### config.mk
export PLATFORM = sky130hd
export DESIGN_NAME = coap_header_option_parser_unit
export DESIGN_NICKNAME = d
export VERILOG_FILES = /design/src/cohp_pkg.sv /design/src/coap_header_option_parser_unit.sv /design/src/cohp_front.sv /design/src/cohp_queue.sv /design/src/cohp_back.sv
export VERILOG_INCLUDE_DIRS = /design/src /design/src/src
export SDC_FILE = /design/constraint.sdc
export NUM_CORES = 1
export LEC_CHECK = 0
export ABC_AREA = 1
export BUFFER_PORTS_ARGS = -buffer_cell sky130_fd_sc_hd__buf_2
export CAP_MARGIN = 0
export CORE_MARGIN = 1.5
export CORE_UTILIZATION = 50
export CTS_BUF_LIST = sky130_fd_sc_hd__clkbuf_4 sky130_fd_sc_hd__clkbuf_8 sky130_fd_sc_hd__clkbuf_16
export CTS_CLUSTER_SIZE = 30
export DETAILED_ROUTE_END_ITERATION = 8
export GPL_TIMING_DRIVEN = 0
export PLACE_DENSITY = 0.64
export SLEW_MARGIN = 40
export SYNTH_ARGS = -nofsm -noshare
export SYNTH_HDL_FRONTEND = slang
export SYNTH_HIERARCHICAL = 1
export SYNTH_SLANG_ARGS = --single-unit
### constraint.sdc
create_clock -name i_clk -period 5.16 [get_ports i_clk]
set_input_delay 0 -clock i_clk [delete_from_list [all_inputs] [get_ports i_clk]]
set_output_delay 0 -clock i_clk [all_outputs]
set_load 0.005 [all_outputs]
### src/coap_header_option_parser_unit_macros.svh
// Assertion macros shared by the parser modules
`ifndef COAP_HEADER_OPTION_PARSER_UNIT_MACROS_SVH
`define COAP_HEADER_OPTION_PARSER_UNIT_MACROS_SVH

// condition must never hold at a clock edge outside reset
`define COHP_ASSERT_NEVER(lbl, cond, msg) \
    lbl: assert property (@(posedge i_clk) disable iff (!i_rst_n) !(cond)) else $error(msg);

// antecedent in one cycle implies consequent in the next
`define COHP_ASSERT_NEXT(lbl, ante, cons, msg) \
    lbl: assert property (@(posedge i_clk) disable iff (!i_rst_n) (ante) |=> (cons)) \
        else $error(msg);

`endif

### src/cohp_pkg.sv
// Shared types and constants of the CoAP header and option parser
`default_nettype none

package cohp_pkg;

    localparam int DEF_MAX_OPTIONS       = 16;
    localparam int DEF_MAX_MESSAGE_BYTES = 256;
    localparam int DEF_QUEUE_DEPTH       = 2;

    localparam int OFF_W = 8;

    localparam logic [3:0] CFG_TOKEN_RESET = 4'd8;
    localparam logic [1:0] HDR_VER_ONE     = 2'd1;
    localparam logic [7:0] PAYLOAD_MARKER  = 8'hff;
    localparam logic [3:0] NIB_EXT1        = 4'd13;
    localparam logic [3:0] NIB_EXT2        = 4'd14;
    localparam logic [3:0] NIB_BAD         = 4'd15;

    typedef enum logic [3:0] {
        PH_H0      = 4'd0,
        PH_H1      = 4'd1,
        PH_H2      = 4'd2,
        PH_H3      = 4'd3,
        PH_TOKEN   = 4'd4,
        PH_OPT     = 4'd5,
        PH_DEXT    = 4'd6,
        PH_LEXT    = 4'd7,
        PH_VALUE   = 4'd8,
        PH_PAYLOAD = 4'd9,
        PH_DRAIN   = 4'd10
    } t_phase;

    typedef enum logic [2:0] {
        EV_HEADER    = 3'd0,
        EV_OPTION    = 3'd1,
        EV_PAYLOAD   = 3'd2,
        EV_REJECT    = 3'd3,
        EV_MALFORMED = 3'd4,
        EV_END       = 3'd5
    } t_event;

    // classified datagram byte as it travels from front to back
    typedef struct packed {
        logic [7:0]       data;
        logic             last;
        logic [OFF_W-1:0] pos;
        logic [OFF_W-1:0] pos_next;
        logic             is_marker;
        logic             bad_nibble;
        logic [3:0]       dn;
        logic [3:0]       ln;
    } t_item;

endpackage

`default_nettype wire

### src/coap_header_option_parser_unit.sv
// CoAP header and option parser: top level with configuration register
//
// Usage:
//   msg channel (i_msg_valid / o_msg_stall): one datagram byte per request,
//   i_msg_last on the final byte. Each byte is accepted at a rising edge with
//   valid high and stall low.
//   evt channel (o_evt_valid / i_evt_stall): at most one result per byte,
//   taken at an edge with valid high and stall low.
//   cfg channel (i_cfg_valid / o_cfg_ready): writes max_token_len; ready is
//   always high. Write only while no datagram bytes are in flight.
// Each accepted byte is written into the byte queue; the back end parses it
// from the queue head and loads any result into the result register.
// Throughput: one byte per cycle while the byte queue is not full.
// Bytes that cause no result pass the back end even while a result waits.
// When the receiver stalls, the result holds and the byte queue fills;
// o_msg_stall rises once the queue is full.
// Reset (synchronous, i_rst_n low) empties the queue, drops any pending result,
// restarts at header byte zero and sets max_token_len to 8.
`default_nettype none

module coap_header_option_parser_unit #(
    parameter int MAX_OPTIONS       = cohp_pkg::DEF_MAX_OPTIONS,
    parameter int MAX_MESSAGE_BYTES = cohp_pkg::DEF_MAX_MESSAGE_BYTES,
    parameter int QUEUE_DEPTH       = cohp_pkg::DEF_QUEUE_DEPTH
) (
    input  wire logic        i_clk,
    input  wire logic        i_rst_n,
    input  wire logic        i_msg_valid,
    output logic             o_msg_stall,
    input  wire logic [7:0]  i_msg_byte,
    input  wire logic        i_msg_last,
    input  wire logic        i_cfg_valid,
    output logic             o_cfg_ready,
    input  wire logic [3:0]  i_cfg_data,
    output logic             o_evt_valid,
    input  wire logic        i_evt_stall,
    output logic [2:0]       o_event_kind,
    output logic [1:0]       o_hdr_version,
    output logic [1:0]       o_hdr_type,
    output logic [3:0]       o_hdr_token_len,
    output logic [7:0]       o_hdr_code,
    output logic [15:0]      o_hdr_message_id,
    output logic [7:0]       o_option_number,
    output logic [8:0]       o_option_length,
    output logic [7:0]       o_value_offset,
    output logic             o_end_of_message
);

    logic [3:0]      r_max_tkl;
    logic            w_push;
    logic            w_full;
    logic            w_pop;
    logic            w_q_valid;
    cohp_pkg::t_item w_push_item;
    cohp_pkg::t_item w_head;

    assign o_cfg_ready = 1'b1;

    always_ff @(posedge i_clk) begin
        if (!i_rst_n) begin
            r_max_tkl <= cohp_pkg::CFG_TOKEN_RESET;
        end else if (i_cfg_valid && o_cfg_ready) begin
            r_max_tkl <= i_cfg_data;
        end
    end

    cohp_front #(
        .MAX_MESSAGE_BYTES(MAX_MESSAGE_BYTES)
    ) u_front (
        .i_clk      (i_clk),
        .i_rst_n    (i_rst_n),
        .i_msg_valid(i_msg_valid),
        .o_msg_stall(o_msg_stall),
        .i_msg_byte (i_msg_byte),
        .i_msg_last (i_msg_last),
        .i_full     (w_full),
        .o_push     (w_push),
        .o_item     (w_push_item)
    );

    cohp_queue #(
        .DEPTH(QUEUE_DEPTH)
    ) u_queue (
        .i_clk  (i_clk),
        .i_rst_n(i_rst_n),
        .i_push (w_push),
        .i_item (w_push_item),
        .o_full (w_full),
        .i_pop  (w_pop),
        .o_valid(w_q_valid),
        .o_head (w_head)
    );

    cohp_back #(
        .MAX_OPTIONS(MAX_OPTIONS)
    ) u_back (
        .i_clk           (i_clk),
        .i_rst_n         (i_rst_n),
        .i_q_valid       (w_q_valid),
        .i_q_item        (w_head),
        .o_pop           (w_pop),
        .i_max_token_len (r_max_tkl),
        .o_evt_valid     (o_evt_valid),
        .i_evt_stall     (i_evt_stall),
        .o_event_kind    (o_event_kind),
        .o_hdr_version   (o_hdr_version),
        .o_hdr_type      (o_hdr_type),
        .o_hdr_token_len (o_hdr_token_len),
        .o_hdr_code      (o_hdr_code),
        .o_hdr_message_id(o_hdr_message_id),
        .o_option_number (o_option_number),
        .o_option_length (o_option_length),
        .o_value_offset  (o_value_offset),
        .o_end_of_message(o_end_of_message)
    );

endmodule

`default_nettype wire

### src/cohp_front.sv
// Front end: accepts datagram bytes, tracks byte position and classifies nibbles
`default_nettype none

module cohp_front #(
    parameter int MAX_MESSAGE_BYTES = cohp_pkg::DEF_MAX_MESSAGE_BYTES
) (
    input  wire logic           i_clk,
    input  wire logic           i_rst_n,
    input  wire logic           i_msg_valid,
    output logic                o_msg_stall,
    input  wire logic [7:0]     i_msg_byte,
    input  wire logic           i_msg_last,
    input  wire logic           i_full,
    output logic                o_push,
    output cohp_pkg::t_item     o_item
);

`include "coap_header_option_parser_unit_macros.svh"

    localparam logic [cohp_pkg::OFF_W-1:0] POS_CAP =
        cohp_pkg::OFF_W'(MAX_MESSAGE_BYTES - 1);

    logic [cohp_pkg::OFF_W-1:0] r_pos;
    logic [cohp_pkg::OFF_W-1:0] n_pos;
    logic [cohp_pkg::OFF_W-1:0] w_pos_next;
    logic                       w_accept;

    assign o_msg_stall = i_full;
    assign w_accept    = i_msg_valid && !i_full;
    assign o_push      = w_accept;

    assign w_pos_next = (r_pos == POS_CAP) ? POS_CAP : r_pos + 1'b1;

    always_comb begin
        n_pos = r_pos;
        if (w_accept) begin
            n_pos = i_msg_last ? '0 : w_pos_next;
        end
    end

    always_ff @(posedge i_clk) begin
        if (!i_rst_n) begin
            r_pos <= '0;
        end else begin
            r_pos <= n_pos;
        end
    end

    always_comb begin
        o_item.data       = i_msg_byte;
        o_item.last       = i_msg_last;
        o_item.pos        = r_pos;
        o_item.pos_next   = w_pos_next;
        o_item.is_marker  = (i_msg_byte == cohp_pkg::PAYLOAD_MARKER);
        o_item.dn         = i_msg_byte[7:4];
        o_item.ln         = i_msg_byte[3:0];
        o_item.bad_nibble = (i_msg_byte[7:4] == cohp_pkg::NIB_BAD) ||
                            (i_msg_byte[3:0] == cohp_pkg::NIB_BAD);
    end

    `COHP_ASSERT_NEVER(a_pos_cap, r_pos > POS_CAP, "byte position beyond cap")

endmodule

`default_nettype wire

### src/cohp_queue.sv
// Short request queue between front end and parser back end
`default_nettype none

module cohp_queue #(
    parameter int DEPTH = cohp_pkg::DEF_QUEUE_DEPTH
) (
    input  wire logic            i_clk,
    input  wire logic            i_rst_n,
    input  wire logic            i_push,
    input  wire cohp_pkg::t_item i_item,
    output logic                 o_full,
    input  wire logic            i_pop,
    output logic                 o_valid,
    output cohp_pkg::t_item      o_head
);

`include "coap_header_option_parser_unit_macros.svh"

    localparam int PW = (DEPTH > 1) ? $clog2(DEPTH) : 1;
    localparam int CW = $clog2(DEPTH + 1);
    localparam logic [PW-1:0] LAST_IDX = PW'(DEPTH - 1);
    localparam logic [CW-1:0] FULL_CNT = CW'(DEPTH);

    cohp_pkg::t_item r_mem [DEPTH];
    logic [PW-1:0]   r_wr;
    logic [PW-1:0]   r_rd;
    logic [CW-1:0]   r_count;
    logic [PW-1:0]   n_wr;
    logic [PW-1:0]   n_rd;
    logic [CW-1:0]   n_count;

    assign o_full  = (r_count == FULL_CNT);
    assign o_valid = (r_count != '0);
    assign o_head  = r_mem[r_rd];

    always_comb begin
        n_wr    = r_wr;
        n_rd    = r_rd;
        n_count = r_count;
        if (i_push) begin
            n_wr = (r_wr == LAST_IDX) ? '0 : r_wr + 1'b1;
        end
        if (i_pop) begin
            n_rd = (r_rd == LAST_IDX) ? '0 : r_rd + 1'b1;
        end
        if (i_push && !i_pop) begin
            n_count = r_count + 1'b1;
        end else if (i_pop && !i_push) begin
            n_count = r_count - 1'b1;
        end
    end

    always_ff @(posedge i_clk) begin
        if (!i_rst_n) begin
            r_wr    <= '0;
            r_rd    <= '0;
            r_count <= '0;
        end else begin
            r_wr    <= n_wr;
            r_rd    <= n_rd;
            r_count <= n_count;
        end
    end

    always_ff @(posedge i_clk) begin
        if (i_push) begin
            r_mem[r_wr] <= i_item;
        end
    end

    `COHP_ASSERT_NEVER(a_no_overflow, i_push && o_full && !i_pop, "push into full queue")
    `COHP_ASSERT_NEVER(a_no_underflow, i_pop && !o_valid, "pop from empty queue")

endmodule

`default_nettype wire

### src/cohp_back.sv
// Back end: header and option state machine with the result register
`default_nettype none

module cohp_back #(
    parameter int MAX_OPTIONS = cohp_pkg::DEF_MAX_OPTIONS
) (
    input  wire logic            i_clk,
    input  wire logic            i_rst_n,
    input  wire logic            i_q_valid,
    input  wire cohp_pkg::t_item i_q_item,
    output logic                 o_pop,
    input  wire logic [3:0]      i_max_token_len,
    output logic                 o_evt_valid,
    input  wire logic            i_evt_stall,
    output logic [2:0]           o_event_kind,
    output logic [1:0]           o_hdr_version,
    output logic [1:0]           o_hdr_type,
    output logic [3:0]           o_hdr_token_len,
    output logic [7:0]           o_hdr_code,
    output logic [15:0]          o_hdr_message_id,
    output logic [7:0]           o_option_number,
    output logic [8:0]           o_option_length,
    output logic [7:0]           o_value_offset,
    output logic                 o_end_of_message
);

`include "coap_header_option_parser_unit_macros.svh"

    localparam int OW = $clog2(MAX_OPTIONS + 1);
    localparam logic [OW-1:0] OPT_LIMIT = OW'(MAX_OPTIONS);

    cohp_pkg::t_phase r_phase, n_phase, w_step;
    logic [31:0] r_hdr, n_hdr, w_hdr;
    logic [7:0]  r_run, n_run;
    logic [3:0]  r_pdn, n_pdn;
    logic [3:0]  r_pln, n_pln;
    logic [8:0]  r_plen, n_plen;
    logic [8:0]  r_skip, n_skip;
    logic [OW-1:0] r_opts, n_opts;

    cohp_pkg::t_event w_kind;
    logic        w_ev;
    logic        w_fin;
    logic [7:0]  w_num;
    logic [8:0]  w_len;
    logic [7:0]  w_off;
    logic        w_pop;
    logic        w_load;

    logic        w_reject;
    logic        w_opt_full;
    logic [3:0]  w_tkl;
    logic [7:0]  w_b;
    logic [8:0]  w_ext_len;
    logic        w_skip_one;

    cohp_pkg::t_event r_kind;
    logic        r_evt_valid;
    logic [31:0] r_ohdr;
    logic [7:0]  r_num;
    logic [8:0]  r_len;
    logic [7:0]  r_off;
    logic        r_eom;

    assign w_b        = i_q_item.data;
    assign w_tkl      = r_hdr[27:24];
    assign w_reject   = (r_hdr[31:30] != cohp_pkg::HDR_VER_ONE) ||
                        (w_tkl > i_max_token_len);
    assign w_opt_full = (r_opts >= OPT_LIMIT);
    assign w_ext_len  = {1'b0, w_b} + 9'd13;
    assign w_skip_one = (r_skip == 9'd1);

    // next phase
    always_comb begin
        w_step = r_phase;
        unique case (r_phase)
            cohp_pkg::PH_H0: w_step = cohp_pkg::PH_H1;
            cohp_pkg::PH_H1: w_step = cohp_pkg::PH_H2;
            cohp_pkg::PH_H2: w_step = cohp_pkg::PH_H3;
            cohp_pkg::PH_H3: begin
                if (w_reject) begin
                    w_step = cohp_pkg::PH_DRAIN;
                end else if (w_tkl != '0) begin
                    w_step = cohp_pkg::PH_TOKEN;
                end else begin
                    w_step = cohp_pkg::PH_OPT;
                end
            end
            cohp_pkg::PH_TOKEN, cohp_pkg::PH_VALUE: begin
                if (w_skip_one) begin
                    w_step = cohp_pkg::PH_OPT;
                end
            end
            cohp_pkg::PH_OPT: begin
                if (w_opt_full || i_q_item.is_marker) begin
                    w_step = cohp_pkg::PH_PAYLOAD;
                end else if (i_q_item.bad_nibble) begin
                    w_step = cohp_pkg::PH_DRAIN;
                end else if (i_q_item.dn < cohp_pkg::NIB_EXT1) begin
                    if (i_q_item.ln < cohp_pkg::NIB_EXT1) begin
                        w_step = (i_q_item.ln != '0) ? cohp_pkg::PH_VALUE : cohp_pkg::PH_OPT;
                    end else begin
                        w_step = cohp_pkg::PH_LEXT;
                    end
                end else begin
                    w_step = cohp_pkg::PH_DEXT;
                end
            end
            cohp_pkg::PH_DEXT: begin
                if (w_skip_one) begin
                    if (r_pln < cohp_pkg::NIB_EXT1) begin
                        w_step = (r_pln != '0) ? cohp_pkg::PH_VALUE : cohp_pkg::PH_OPT;
                    end else begin
                        w_step = cohp_pkg::PH_LEXT;
                    end
                end
            end
            cohp_pkg::PH_LEXT: begin
                if (w_skip_one) begin
                    if (r_pln == cohp_pkg::NIB_EXT1) begin
                        w_step = cohp_pkg::PH_VALUE;
                    end else begin
                        w_step = (r_plen != '0) ? cohp_pkg::PH_VALUE : cohp_pkg::PH_OPT;
                    end
                end
            end
            cohp_pkg::PH_PAYLOAD, cohp_pkg::PH_DRAIN: w_step = r_phase;
            default: w_step = cohp_pkg::PH_DRAIN;
        endcase
        n_phase = i_q_item.last ? cohp_pkg::PH_H0 : w_step;
    end

    // events and datapath
    always_comb begin
        w_hdr  = r_hdr;
        n_run  = r_run;
        n_pdn  = r_pdn;
        n_pln  = r_pln;
        n_plen = r_plen;
        n_skip = r_skip;
        n_opts = r_opts;
        w_ev   = 1'b0;
        w_fin  = 1'b0;
        w_kind = cohp_pkg::EV_HEADER;
        w_num  = '0;
        w_len  = '0;
        w_off  = '0;
        unique case (r_phase)
            cohp_pkg::PH_H0: w_hdr = {w_b, 24'd0};
            cohp_pkg::PH_H1: w_hdr[23:16] = w_b;
            cohp_pkg::PH_H2: w_hdr[15:8] = w_b;
            cohp_pkg::PH_H3: begin
                w_hdr[7:0] = w_b;
                w_ev       = 1'b1;
                if (w_reject) begin
                    w_kind = cohp_pkg::EV_REJECT;
                end else begin
                    w_kind = cohp_pkg::EV_HEADER;
                    n_skip = {5'd0, w_tkl};
                end
            end
            cohp_pkg::PH_TOKEN, cohp_pkg::PH_VALUE: n_skip = r_skip - 1'b1;
            cohp_pkg::PH_OPT: begin
                if (w_opt_full) begin
                    w_ev   = 1'b1;
                    w_kind = cohp_pkg::EV_PAYLOAD;
                    w_off  = i_q_item.pos;
                end else if (i_q_item.is_marker) begin
                    w_ev   = 1'b1;
                    w_kind = cohp_pkg::EV_PAYLOAD;
                    w_off  = i_q_item.pos_next;
                end else begin
                    n_pdn = i_q_item.dn;
                    n_pln = i_q_item.ln;
                    if (i_q_item.bad_nibble) begin
                        w_ev   = 1'b1;
                        w_kind = cohp_pkg::EV_MALFORMED;
                    end else if (i_q_item.dn < cohp_pkg::NIB_EXT1) begin
                        n_run = r_run + {4'd0, i_q_item.dn};
                        if (i_q_item.ln < cohp_pkg::NIB_EXT1) begin
                            n_plen = {5'd0, i_q_item.ln};
                            w_fin  = 1'b1;
                        end else begin
                            n_plen = '0;
                            n_skip = (i_q_item.ln == cohp_pkg::NIB_EXT1) ? 9'd1 : 9'd2;
                        end
                    end else begin
                        if (i_q_item.dn == cohp_pkg::NIB_EXT2) begin
                            n_run = '0;
                        end
                        n_skip = (i_q_item.dn == cohp_pkg::NIB_EXT1) ? 9'd1 : 9'd2;
                    end
                end
            end
            cohp_pkg::PH_DEXT: begin
                if (r_pdn == cohp_pkg::NIB_EXT1) begin
                    n_run = r_run + 8'd13 + w_b;
                end
                n_skip = r_skip - 1'b1;
                if (w_skip_one) begin
                    if (r_pln < cohp_pkg::NIB_EXT1) begin
                        n_plen = {5'd0, r_pln};
                        w_fin  = 1'b1;
                    end else begin
                        n_plen = '0;
                        n_skip = (r_pln == cohp_pkg::NIB_EXT1) ? 9'd1 : 9'd2;
                    end
                end
            end
            cohp_pkg::PH_LEXT: begin
                if (r_pln == cohp_pkg::NIB_EXT1) begin
                    n_plen = w_ext_len;
                end
                n_skip = r_skip - 1'b1;
                if (w_skip_one) begin
                    w_fin = 1'b1;
                end
            end
            default: ;
        endcase

        if (w_fin) begin
            w_ev   = 1'b1;
            w_kind = cohp_pkg::EV_OPTION;
            w_num  = n_run;
            w_len  = n_plen;
            w_off  = i_q_item.pos_next;
            n_opts = r_opts + 1'b1;
            if (n_plen != '0) begin
                n_skip = n_plen;
            end
        end

        n_hdr = w_hdr;
        if (i_q_item.last) begin
            if (!w_ev) begin
                if (w_step == cohp_pkg::PH_H0 || w_step == cohp_pkg::PH_H1 ||
                    w_step == cohp_pkg::PH_H2 || w_step == cohp_pkg::PH_H3) begin
                    w_ev   = 1'b1;
                    w_kind = cohp_pkg::EV_REJECT;
                end else if (w_step == cohp_pkg::PH_DEXT || w_step == cohp_pkg::PH_LEXT) begin
                    w_ev   = 1'b1;
                    w_kind = cohp_pkg::EV_MALFORMED;
                end else if (w_step == cohp_pkg::PH_TOKEN || w_step == cohp_pkg::PH_OPT ||
                             w_step == cohp_pkg::PH_VALUE) begin
                    w_ev   = 1'b1;
                    w_kind = cohp_pkg::EV_END;
                end
            end
            n_hdr  = '0;
            n_run  = '0;
            n_pdn  = '0;
            n_pln  = '0;
            n_plen = '0;
            n_skip = '0;
            n_opts = '0;
        end
    end

    assign w_pop  = i_q_valid && (!w_ev || !r_evt_valid || !i_evt_stall);
    assign w_load = w_pop && w_ev;
    assign o_pop  = w_pop;

    always_ff @(posedge i_clk) begin
        if (!i_rst_n) begin
            r_phase <= cohp_pkg::PH_H0;
            r_hdr   <= '0;
            r_run   <= '0;
            r_pdn   <= '0;
            r_pln   <= '0;
            r_plen  <= '0;
            r_skip  <= '0;
            r_opts  <= '0;
        end else if (w_pop) begin
            r_phase <= n_phase;
            r_hdr   <= n_hdr;
            r_run   <= n_run;
            r_pdn   <= n_pdn;
            r_pln   <= n_pln;
            r_plen  <= n_plen;
            r_skip  <= n_skip;
            r_opts  <= n_opts;
        end
    end

    always_ff @(posedge i_clk) begin
        if (!i_rst_n) begin
            r_evt_valid <= 1'b0;
        end else if (w_load) begin
            r_evt_valid <= 1'b1;
        end else if (!i_evt_stall) begin
            r_evt_valid <= 1'b0;
        end
    end

    always_ff @(posedge i_clk) begin
        if (w_load) begin
            r_kind <= w_kind;
            r_ohdr <= w_hdr;
            r_num  <= w_num;
            r_len  <= w_len;
            r_off  <= w_off;
            r_eom  <= i_q_item.last;
        end
    end

    assign o_evt_valid      = r_evt_valid;
    assign o_event_kind     = r_kind;
    assign o_hdr_version    = r_ohdr[31:30];
    assign o_hdr_type       = r_ohdr[29:28];
    assign o_hdr_token_len  = r_ohdr[27:24];
    assign o_hdr_code       = r_ohdr[23:16];
    assign o_hdr_message_id = r_ohdr[15:0];
    assign o_option_number  = r_num;
    assign o_option_length  = r_len;
    assign o_value_offset   = r_off;
    assign o_end_of_message = r_eom;

    `COHP_ASSERT_NEVER(a_opt_limit, w_load && w_kind == cohp_pkg::EV_OPTION && w_opt_full, "option past limit")
    `COHP_ASSERT_NEXT(a_last_rewinds, w_pop && i_q_item.last, r_phase == cohp_pkg::PH_H0 && r_opts == '0, "no rewind after last byte")
    `COHP_ASSERT_NEVER(a_quiet_tail, w_pop && !i_q_item.last && (r_phase == cohp_pkg::PH_PAYLOAD || r_phase == cohp_pkg::PH_DRAIN) && w_ev, "event inside payload or drain")

endmodule

`default_nettype wire
Word level (Yosys, flattened, before mapping) --
Memories as Yosys holds them, arrays and structs flattened. A register that Yosys moved wholly into a read port is not among the register bits. Cells that the tools add are included.
Cells by class: add/subtract/negate cells 11, $mul 0, div/mod/pow operators 0, magnitude comparators 5, equal/unequal tests 33, shifts and indexed selects 0, mux-type cells 110, bitwise gates (word level) 0, reductions and logical operators 38
Operators by type and width (count):
- 9-bit 2-to-1 mux | 18
- 8-bit 2-to-1 mux | 14
- 4-bit 2-to-1 mux | 24
- 8-bit case mux with 2 select lines | 4
- 4-bit == test, second input constant | 11
- 4-bit case mux with 9 select lines | 1
- 9-bit case mux with 4 select lines | 1
- 4-bit by 3-bit == test with 1-bit output, second input constant | 8
- 32-bit 2-to-1 mux | 1
- 3-bit 2-to-1 mux | 9
- 9-bit case mux with 3 select lines | 1
- 1-bit 2-to-1 mux | 26
- 9-bit nonzero test | 2
- 4-bit by 2-bit == test with 1-bit output, second input constant | 4
- 8-bit == test, second input constant | 2
- 4-bit less-than comparator, second input constant | 3
- 2-bit 2-to-1 mux | 6
- 4-bit nonzero test | 3
- 1-bit logical OR | 11
- 5-bit 2-to-1 mux | 2
- 8-bit by 4-bit adder with 9-bit output, second input constant | 1
- 9-bit by 1-bit == test with 1-bit output, second input constant | 1
- 9-bit by 1-bit subtractor with 9-bit output, second input constant | 1
- 8-bit by 1-bit adder with 8-bit output, second input constant | 1
- 23 further kinds | 42
Word-level totals: register bits after elaboration 153, bits in latches 0, memory bits (writable) 70, memory bits (read-only) 0, input port bits 18, word-level logic and storage cells 218, memories 1
Memories:
- u_queue.r_mem | depth 2, bits a word 35, read ports 1, clocked after memory_dff 1, wr ports 1, line cohp_queue.sv:24 | cohp_pkg::t_item r_mem [DEPTH];

Logic depth before layout (Yosys ltp) --
Gate-level depths: netlist (run 1).
depth in word-level cells 22, depth in mapped cells 25, mapped depth without buffers 21

Hierarchy --
Netlist (run 1), hierarchy kept.
Modules (own cells, without submodules):
- cohp_back | times used 1, cells each 1007, area each 7901.3 µm², sequential area each 3353.2 µm²
- cohp_queue | times used 1, cells each 144, area each 2907.8 µm², sequential area each 2202.1 µm²
- cohp_front | times used 1, cells each 102, area each 699.4 µm², sequential area each 160.2 µm²
- coap_header_option_parser_unit | times used 1, cells each 26, area each 182.7 µm², sequential area each 80.1 µm²

Worst setup path before layout (run 1) --
Ideal clock, no wire load.
path kind reg2reg, from register (tool-made name), to register u_back.r_eom (netlist: u_back/o_end_of_message), enable pin, setup time 0.415 ns, arrival time 3.242 ns, required time 4.745 ns, slack 1.503 ns, cell stages (with the launch flop) 17, cell sequence dfxtp_1 buf_6 buf_12 mux2_4 inv_1 nand3_2 a21oi_1 inv_1 nor2_4 a21oi_2 nand2_1 nand2_2 inv_2 buf_6 buf_6 nand2_1 inv_1
RTL lines:
- to (signal assigned) | line cohp_back.sv:303 | r_eom <= i_q_item.last;
- to (decl) | line cohp_back.sv:63 | logic r_eom;

==> metrics.md, run 1 <==
| Metric | Value |
|---|---|
| Initial antenna violation count | `0` |
| RSZ-0062 raised after global routing | `false` |
| Grt ovf | `0` |
| Clk slew on worst S/H paths | `around 60 ps` |
| Nets | `1456` |
| Vias/cell | `about 5.3` |
| I/O Buffers | `79` |
| Core Box Area | `0.02278 mm²` |
| N_diodes | `0` |
| Post-DP HPWL | `roughly 23000 µm` |
| Routed wire length | `31430 µm` |
| Max-Cap Viols | `0` |
| Most frequent cells in the layout | `nand2_1, inv_1, nor2_1, edfxtp_1, dfxtp_1` |
| Number of synthesized flops with an enable pin | `131` |
| Post-Syn Instances | `~1300` |
| Initial core utilization | `51.33%` |
| Compound-gate portion of the synthesized area | `between 10% and 20%` |
| Post-cts resize count | `0` |
| Worst rel slew slack | `45.49%` |
| Element type at the critical path end | `flop` |
| Synthesized area | `0.01169 mm²` |
| Total power | `roughly 8.9 mW` |
| Die span in x | `155.9 µm` |
| Achievable Freq | `approximately 270 MHz` |
| Synthesis-to-finish area growth | `16.16%` |
| CP required | `roughly 5400 ps` |
| Post-synthesis adder-cell area fraction | `3.339%` |
| Proportion of layout cells with a drive suffix above 1 | `20.20%` |
| CTS tree | `yes` |
| XOR/XNOR Fraction of Synth Area | `less than 1%` |
| Leak | `~5.6 nW` |
| Largest family of logic cells by synthesized area | `simple AND/OR/NAND/NOR gates` |
| Final slew viol count | `0` |
| Register bit total from synthesis | `224` |
| Synth Warn # | `6` |
| Clock root cell | `clkbuf_16` |
| Syn_area_per_cell | `9.141 µm²` |
| Site Rows | `55` |
| Global-route wire length before repair | `49090 µm` |
| Worst Skew | `about 23 ps` |
| HP Class | `input pin to flop` |
| Routability cong. | `0.9432` |
| WP data arrival | `slightly below 4000 ps` |
| Bufs on Longest Clock Path | `3` |
| Pre-antenna DRT Iters | `5` |
| Hold path startpoint | `i_cfg_data[2]` |
| Commonest non-fill, non-tap cell in the layout | `nand2_1` |
| H-tree levels | `1` |
| Setup Fix Bufs, Post-CTS | `0` |
| Power density cells | `approximately 650 mW/mm²` |
| Clk sinks | `approximately 220` |
| Final min period | `roughly 3700 ps` |
| Area share of and/or/nand/nor cells after synthesis | `19.24%` |
| DIE HEIGHT | `~160 µm` |
| Initial drt markers | `~580` |
| Post-synthesis sequential area ratio | `roughly half` |
| Startpoint types | `flop` |
| Routed vias | `9299` |
| Worst slew pin tran | `a little over 800 ps` |
| # DRC | `0` |
| Post-route ant nets | `0` |
| Largest net degree at the start of global routing | `38` |
| Final hold violations | `0` |
| Max Fanout on Critical Path | `37` |
| CP Class | `flop to flop` |
| WL/cell | `between 15 and 20 µm` |
| Yosys cell types | `50` |
| Tcrit/Tclk final | `a little under three quarters` |
| Asr flop ratio synth | `0%` |
| Later-pin clock latency in the skew report | `530 ps` |
| Maximum vdd drop | `between 300 and 400 µV` |
| Setup violators final | `0` |
| Post-synthesis mux area share | `between 4 and 5%` |
| Top FF cell, synth | `edfxtp_1` |
| Setup_tns | `0 ps` |
| Vias in the first global route | `8839` |
| GRT Resource Usage Total | `26.39%` |
| Num ports | `82` |
| Cts bufs inserted | `25` |
| Post-synth net total | `approximately 1300` |
| Outcome | `completed` |
| Die ar. | `around 0.024 mm²` |
## layout make-up
class                           instances  area, µm²
Buffer                                 57      444.2
Clock buffer                           32      678.2
Clock inverter                         13      168.9
Fill cell                            1990       9198
Inverter                              172      649.4
Multi-Input combinational cell        826       4812
Sequential cell                       224       5796
Tap cell                              313      391.6
Timing Repair Buffer                  102      640.6
## sequential cells by signal, summed over array words and instances (netlist names), 3 cells and up, named ones only
name	flops
u_back/r_pln	4
u_front/r_pos	8
u_back/o_event_kind	3
u_back/r_opts	5
u_back/o_option_length	9
u_back/r_pdn	4
u_back/r_run	8
u_back/r_ohdr	32
u_back/r_plen	9
r_max_tkl	4
u_back/o_option_number	8
u_back/o_value_offset	8
u_back/r_hdr	32
u_back/r_phase	4
u_back/r_skip	9
u_queue/r_mem	70
## stage by stage
| step | hold WS [ps] | setup WS (ps) | cells | utilization (%) | instance area (µm²) |
|---|---|---|---|---|---|
| 5_1_grt | 326.4 | 1247 | 1739 | 59.62 | 13580 |
| 3_5_place_dp | 228.3 | 1476 | 1673 | 54.98 | 12520 |
| 4_1_cts | 286.7 | 1479 | 1739 | 59.62 | 13580 |
| 2_1_floorplan | 84.10 | 1503 | 1279 | - | 11690 |
| 6_report | 318.4 | 1498 | 1739 | 59.62 | 13580 |
| 3_3_place_gp | 225.5 | 326.9 | 1671 | 54.78 | 12480 |
## worst paths after layout
| kind | endpoint | slack [ps] | cells past startpoint |
|---|---|---|---|
| max reg2reg | u_back/r_ohdr[5] | 1500 | 20 |
| min | r_max_tkl[2] | 320 | 6 |
| max | u_back/r_ohdr[5] | 1500 | 20 |
| min reg2reg | u_back/r_pdn[2] | 470 | 2 |
## repair_timing
| action | in CTS | in global routing |
|---|---|---|
| endpoints found under the hold margin | 60 | 0 |
| endpoints found under the setup margin | 0 | 0 |
| hold buffers | 21 | 0 |
## per-layer routing
layer  GRT usage (%)  share of wire (%)  vias to the layer above  wire length (µm)
li1                -                  -                     4580                 -
met1           35.36                 45                     4359             14120
met2           43.43                 46                      301             14520
met3           3.583                5.6                       59              1764
met4           10.34                3.3                        0              1025
met5               0                  0                        -                 0
## Yosys cell counts, types with 7 or more instances
cell        n  share of area [%]
nand2_1   228                7.3
inv_1     159                5.1
nor2_1    142                4.6
edfxtp_1  131                 34
dfxtp_1    93                 16
nand3_1    73                3.1
o21ai_0    63                2.7
a21oi_1    59                2.5
a211oi_1   31                2.0
mux2_4     30                3.9
ha_1       28                3.0
buf_4      23                1.5
a211oi_2   21                2.2
o22ai_1    17               0.91
nand4_1    16               0.86
buf_6      11                1.1
nand2_2    11               0.59
buf_2      10               0.43
inv_2      10               0.32
a22oi_1     9               0.58
nor3_1      9               0.39
o21ai_1     9               0.39
a31oi_1     8               0.43
clkbuf_1    8               0.26
xor2_1      8               0.60
nand3_2     7               0.60
nor2_4      7               0.67
## power breakdown
group / internal (mW) / total (mW) / switching (mW)
logic: 1.45 / 4.20 / 2.75
clock network: 1.13 / 1.83 / 0.708
registers: 2.55 / 2.81 / 0.259
## kinds of logic (layout without fill, tap and decap cells)
group,count (synthesis),count (layout)
AO/OA/AOI/OAI,238,238
XOR/XNOR,12,12
adder cells (fa/ha/maj),30,30
buffers and inverters,229,376
flip-flops,224,224
multiplexers,35,35
other,1,1
AND/OR/NAND/NOR,510,510
## critical path: stages, from the launching register on
cell and delay, ps:
dfxtp_1 320, buf_6 170, buf_12 170, mux2_4 340, nand2_1 140, inv_1 60
nand2_1 220, nand2_1 90, nor2_1 140, nand2_1 100, nand2_2 210, nor2_4 60
a21oi_2 190, nand2_1 90, nand2_2 170, inv_2 70, buf_6 150, buf_6 160
nand2_1 140, inv_4 160, buf_12 220
No activity file was read; power rests on OpenSTA's default activity.
==> inputs of run 2 (changes only) <==
==> constraint.sdc (replaced) <==
create_clock -name i_clk -period 3.82 [get_ports i_clk]
set_input_delay 0 -clock i_clk [delete_from_list [all_inputs] [get_ports i_clk]]
set_output_delay 0 -clock i_clk [all_outputs]
set_load 0.005 [all_outputs]
==> run 2 against run 1 <==
Against the previous run:
- sequential power is 35% higher
- maximum frequency is 2.0% higher
- clock skew is 3.3 ps higher
- first-iteration DRC count is 0.35% higher
==> metrics.md, run 2 (synthesis results as in run 1) <==
| Metric | Value |
|---|---|
| Outcome | `completed` |
| Final Instance Area | `approximately 0.014 mm²` |
| WL/cell | `18.11 µm` |
| Most frequent cells in the layout | `nand2_1, inv_1, nor2_1, edfxtp_1, dfxtp_1` |
| H-tree levels | `1` |
| Placed Area | `between 0.01 and 0.015 mm²` |
| Routed wire length | `between 30000 and 40000 µm` |
| # fillers | `between 1500 and 2000` |
| Crit-path slowest cell | `mux2_4` |
| Tcrit/Tclk final | `between 90% and 100%` |
| Crit path setup slack, layout | `around 230 ps` |
| Proportion of layout cells with a drive suffix above 1 | `between 20% and 30%` |
| Die span in x | `155.9 µm` |
| Initial antenna violation count | `0` |
| Commonest non-fill, non-tap cell in the layout | `nand2_1` |
| Final hold violations | `0` |
| CP cell instances | `buf_6 -> buf_12 -> mux2_4 -> inv_1 -> nand2_1 -> nand2_2 -> nand2_1 -> nor2_1 -> nand2_1 -> nand2_2 -> nor2_4 -> a21oi_2 -> nand2_1 -> nand2_2 -> inv_2 -> buf_6 -> buf_6 -> nand2_1 -> inv_4 -> buf_12` |
| WP data arrival | `between 3000 and 4000 ps` |
| Worst Skew | `26.50 ps` |
| Internal Power | `6.933 mW` |
| CP Class | `flop to flop` |
| Clock root cell | `clkbuf_16` |
| Routability cong. | `0.9432` |
| Logic pwr share | `47.5%` |
| Initial drt markers | `578` |
| GR Util met2 | `43.43%` |
| Routed vias | `9301` |
| Achievable Freq | `about 280 MHz` |
| Clk pwr share | `20.7%` |
| Final min period | `about 3600 ps` |
| Max-Cap Viols | `0` |
| Largest net degree at the start of global routing | `38` |
| Global-route wire length before repair | `slightly below 50000 µm` |
| Startpoint types | `flop` |
| Post-route ant nets | `0` |
| Worst rel slew slack | `46.85%` |
| DIE HEIGHT | `around 160 µm` |
| Nets | `approximately 1500` |
| Crit-path max cell delay | `~360 ps` |
| Most flops, register | `u_queue/r_mem` |
| Met1 Use GR | `a little over a third` |
| Worst slew pin tran | `between 700 and 800 ps` |
| CP required | `about 4100 ps` |
| Synthesis-to-finish area growth | `16.21%` |
| Die ar. | `about 0.024 mm²` |
| Initial core utilization | `around 51%` |
| Regs by FF count | `u_queue/r_mem (70), u_back/r_hdr (32), u_back/r_ohdr (32)` |
| Power density cells | `roughly 900 mW/mm²` |
| Grt ovf | `0` |
| Vias in the first global route | `roughly 9000` |
| Switching power | `~5.0 mW` |
| Net Sw Frac | `a little over two fifths` |
| Sequential share of power | `a little under a third` |
| HP Class | `input pin to flop` |
| Met3 Use GR | `about 3.6%` |
| Site Rows | `55` |
| Setup violators final | `0` |
| Num ports | `82` |
| Largest register FFs | `70` |
| Final slew viol count | `0` |
| N_diodes | `0` |
| GRT Resource Usage Total | `26.39%` |
| Top Usage Layer GRT | `met2` |
| Core Box Area | `0.02278 mm²` |
| Post-DP HPWL | `22960 µm` |
| Maximum vdd drop | `between 400 and 500 µV` |
| Setup Fix Bufs, Post-CTS | `0` |
| RSZ-0062 raised after global routing | `false` |
| Clk sinks | `between 200 and 250` |
| I/O Buffers | `79` |
| CP most frequent cell | `nand2_1` |
| Leak | `approximately 5.6 nW` |
| # DRC | `0` |
| Pre-antenna DRT Iters | `7` |
| Element type at the critical path end | `flop` |
| Bufs on Longest Clock Path | `3` |
| Max Fanout on Critical Path | `37` |
| Clk slew on worst S/H paths | `60 ps` |
| Cts bufs inserted | `25` |
| Later-pin clock latency in the skew report | `approximately 530 ps` |
| Worst slack, placed | `around 140 ps` |
| CTS tree | `yes` |
| Vias/cell | `approximately 5.3` |
run 2: cell count changes in the layout (fill, tap and decap cells not counted):
cell | previous run | this run
clkinvlp_4 | 1 | 2
inv_1 | 157 | 156
nand2_1 | 228 | 227
nand2_2 | 11 | 12
run 2: area by class of cell:
cell class	count	area (µm²)	area share, %
buffer	57	444.2	3.269
multi-input combinational	826	4815	35.44
inverter	172	653.1	4.807
sequential	224	5796	42.66
clock inverter	13	168.9	1.243
timing repair buffer	102	640.6	4.715
tap	313	391.6	2.882
clock buffer	32	678.2	4.991
run 2: worst paths after layout:
path / depth (start not counted) / slack [ps] / to / startpoint
setup / recovery: 20 / 230 / u_back/r_ohdr[5] / flop
hold / removal: 6 / 320 / r_max_tkl[2] / i_cfg_data[2]
setup reg to reg: 20 / 230 / u_back/r_ohdr[5] / flop
hold reg to reg: 2 / 470 / u_back/r_pdn[2] / u_back/r_pdn[2]
run 2: per-layer routing:
metal | up-vias | wire length, µm
met5 | - | 0
met4 | 0 | 1041
met3 | 64 | 1747
met2 | 277 | 14560
met1 | 4377 | 14150
li1 | 4583 | -
run 2: stage by stage:
stage / total power [mW] / hold slack [ps] / utilization [%] / TNS [ps] / cells
final: 11.97 / 315.6 / 59.65 / 0 / 1739
after global placement: 9.351 / 225.5 / 54.78 / -61320 / 1671
after global routing: 12.75 / 326.4 / 59.65 / 0 / 1739
after detailed placement: 9.454 / 228.3 / 54.98 / 0 / 1673
after CTS: 11.98 / 286.7 / 59.62 / 0 / 1739
after floorplan: 7.688 / 84.10 / - / 0 / 1279
run 2: power groups by stage:
stage / registers, mW / clock network (mW) / logic, mW
2_1_floorplan: 3.82 / 0 / 3.87
3_3_place_gp: 3.86 / 0 / 5.49
3_5_place_dp: 3.84 / 0 / 5.62
4_1_cts: 3.80 / 2.53 / 5.66
5_1_grt: 3.88 / 2.61 / 6.27
6_report: 3.80 / 2.48 / 5.69
run 2: critical path: cells and delay by family, from the launching register on:
family,cells,cell delay (ps)
buffers and inverters,8,1210
AND/OR/NAND/NOR,10,1190
multiplexers,1,360
flip-flops,1,320
AO/OA/AOI/OAI,1,180
run 2: timing repair:
| item | 4_1_cts | 5_1_grt |
|---|---|---|
| gates resized for setup | 0 | 2 |
| hold endpoints to repair | 60 | 0 |
| hold buffers | 21 | 0 |
| endpoints found under the setup margin | 0 | 39 |
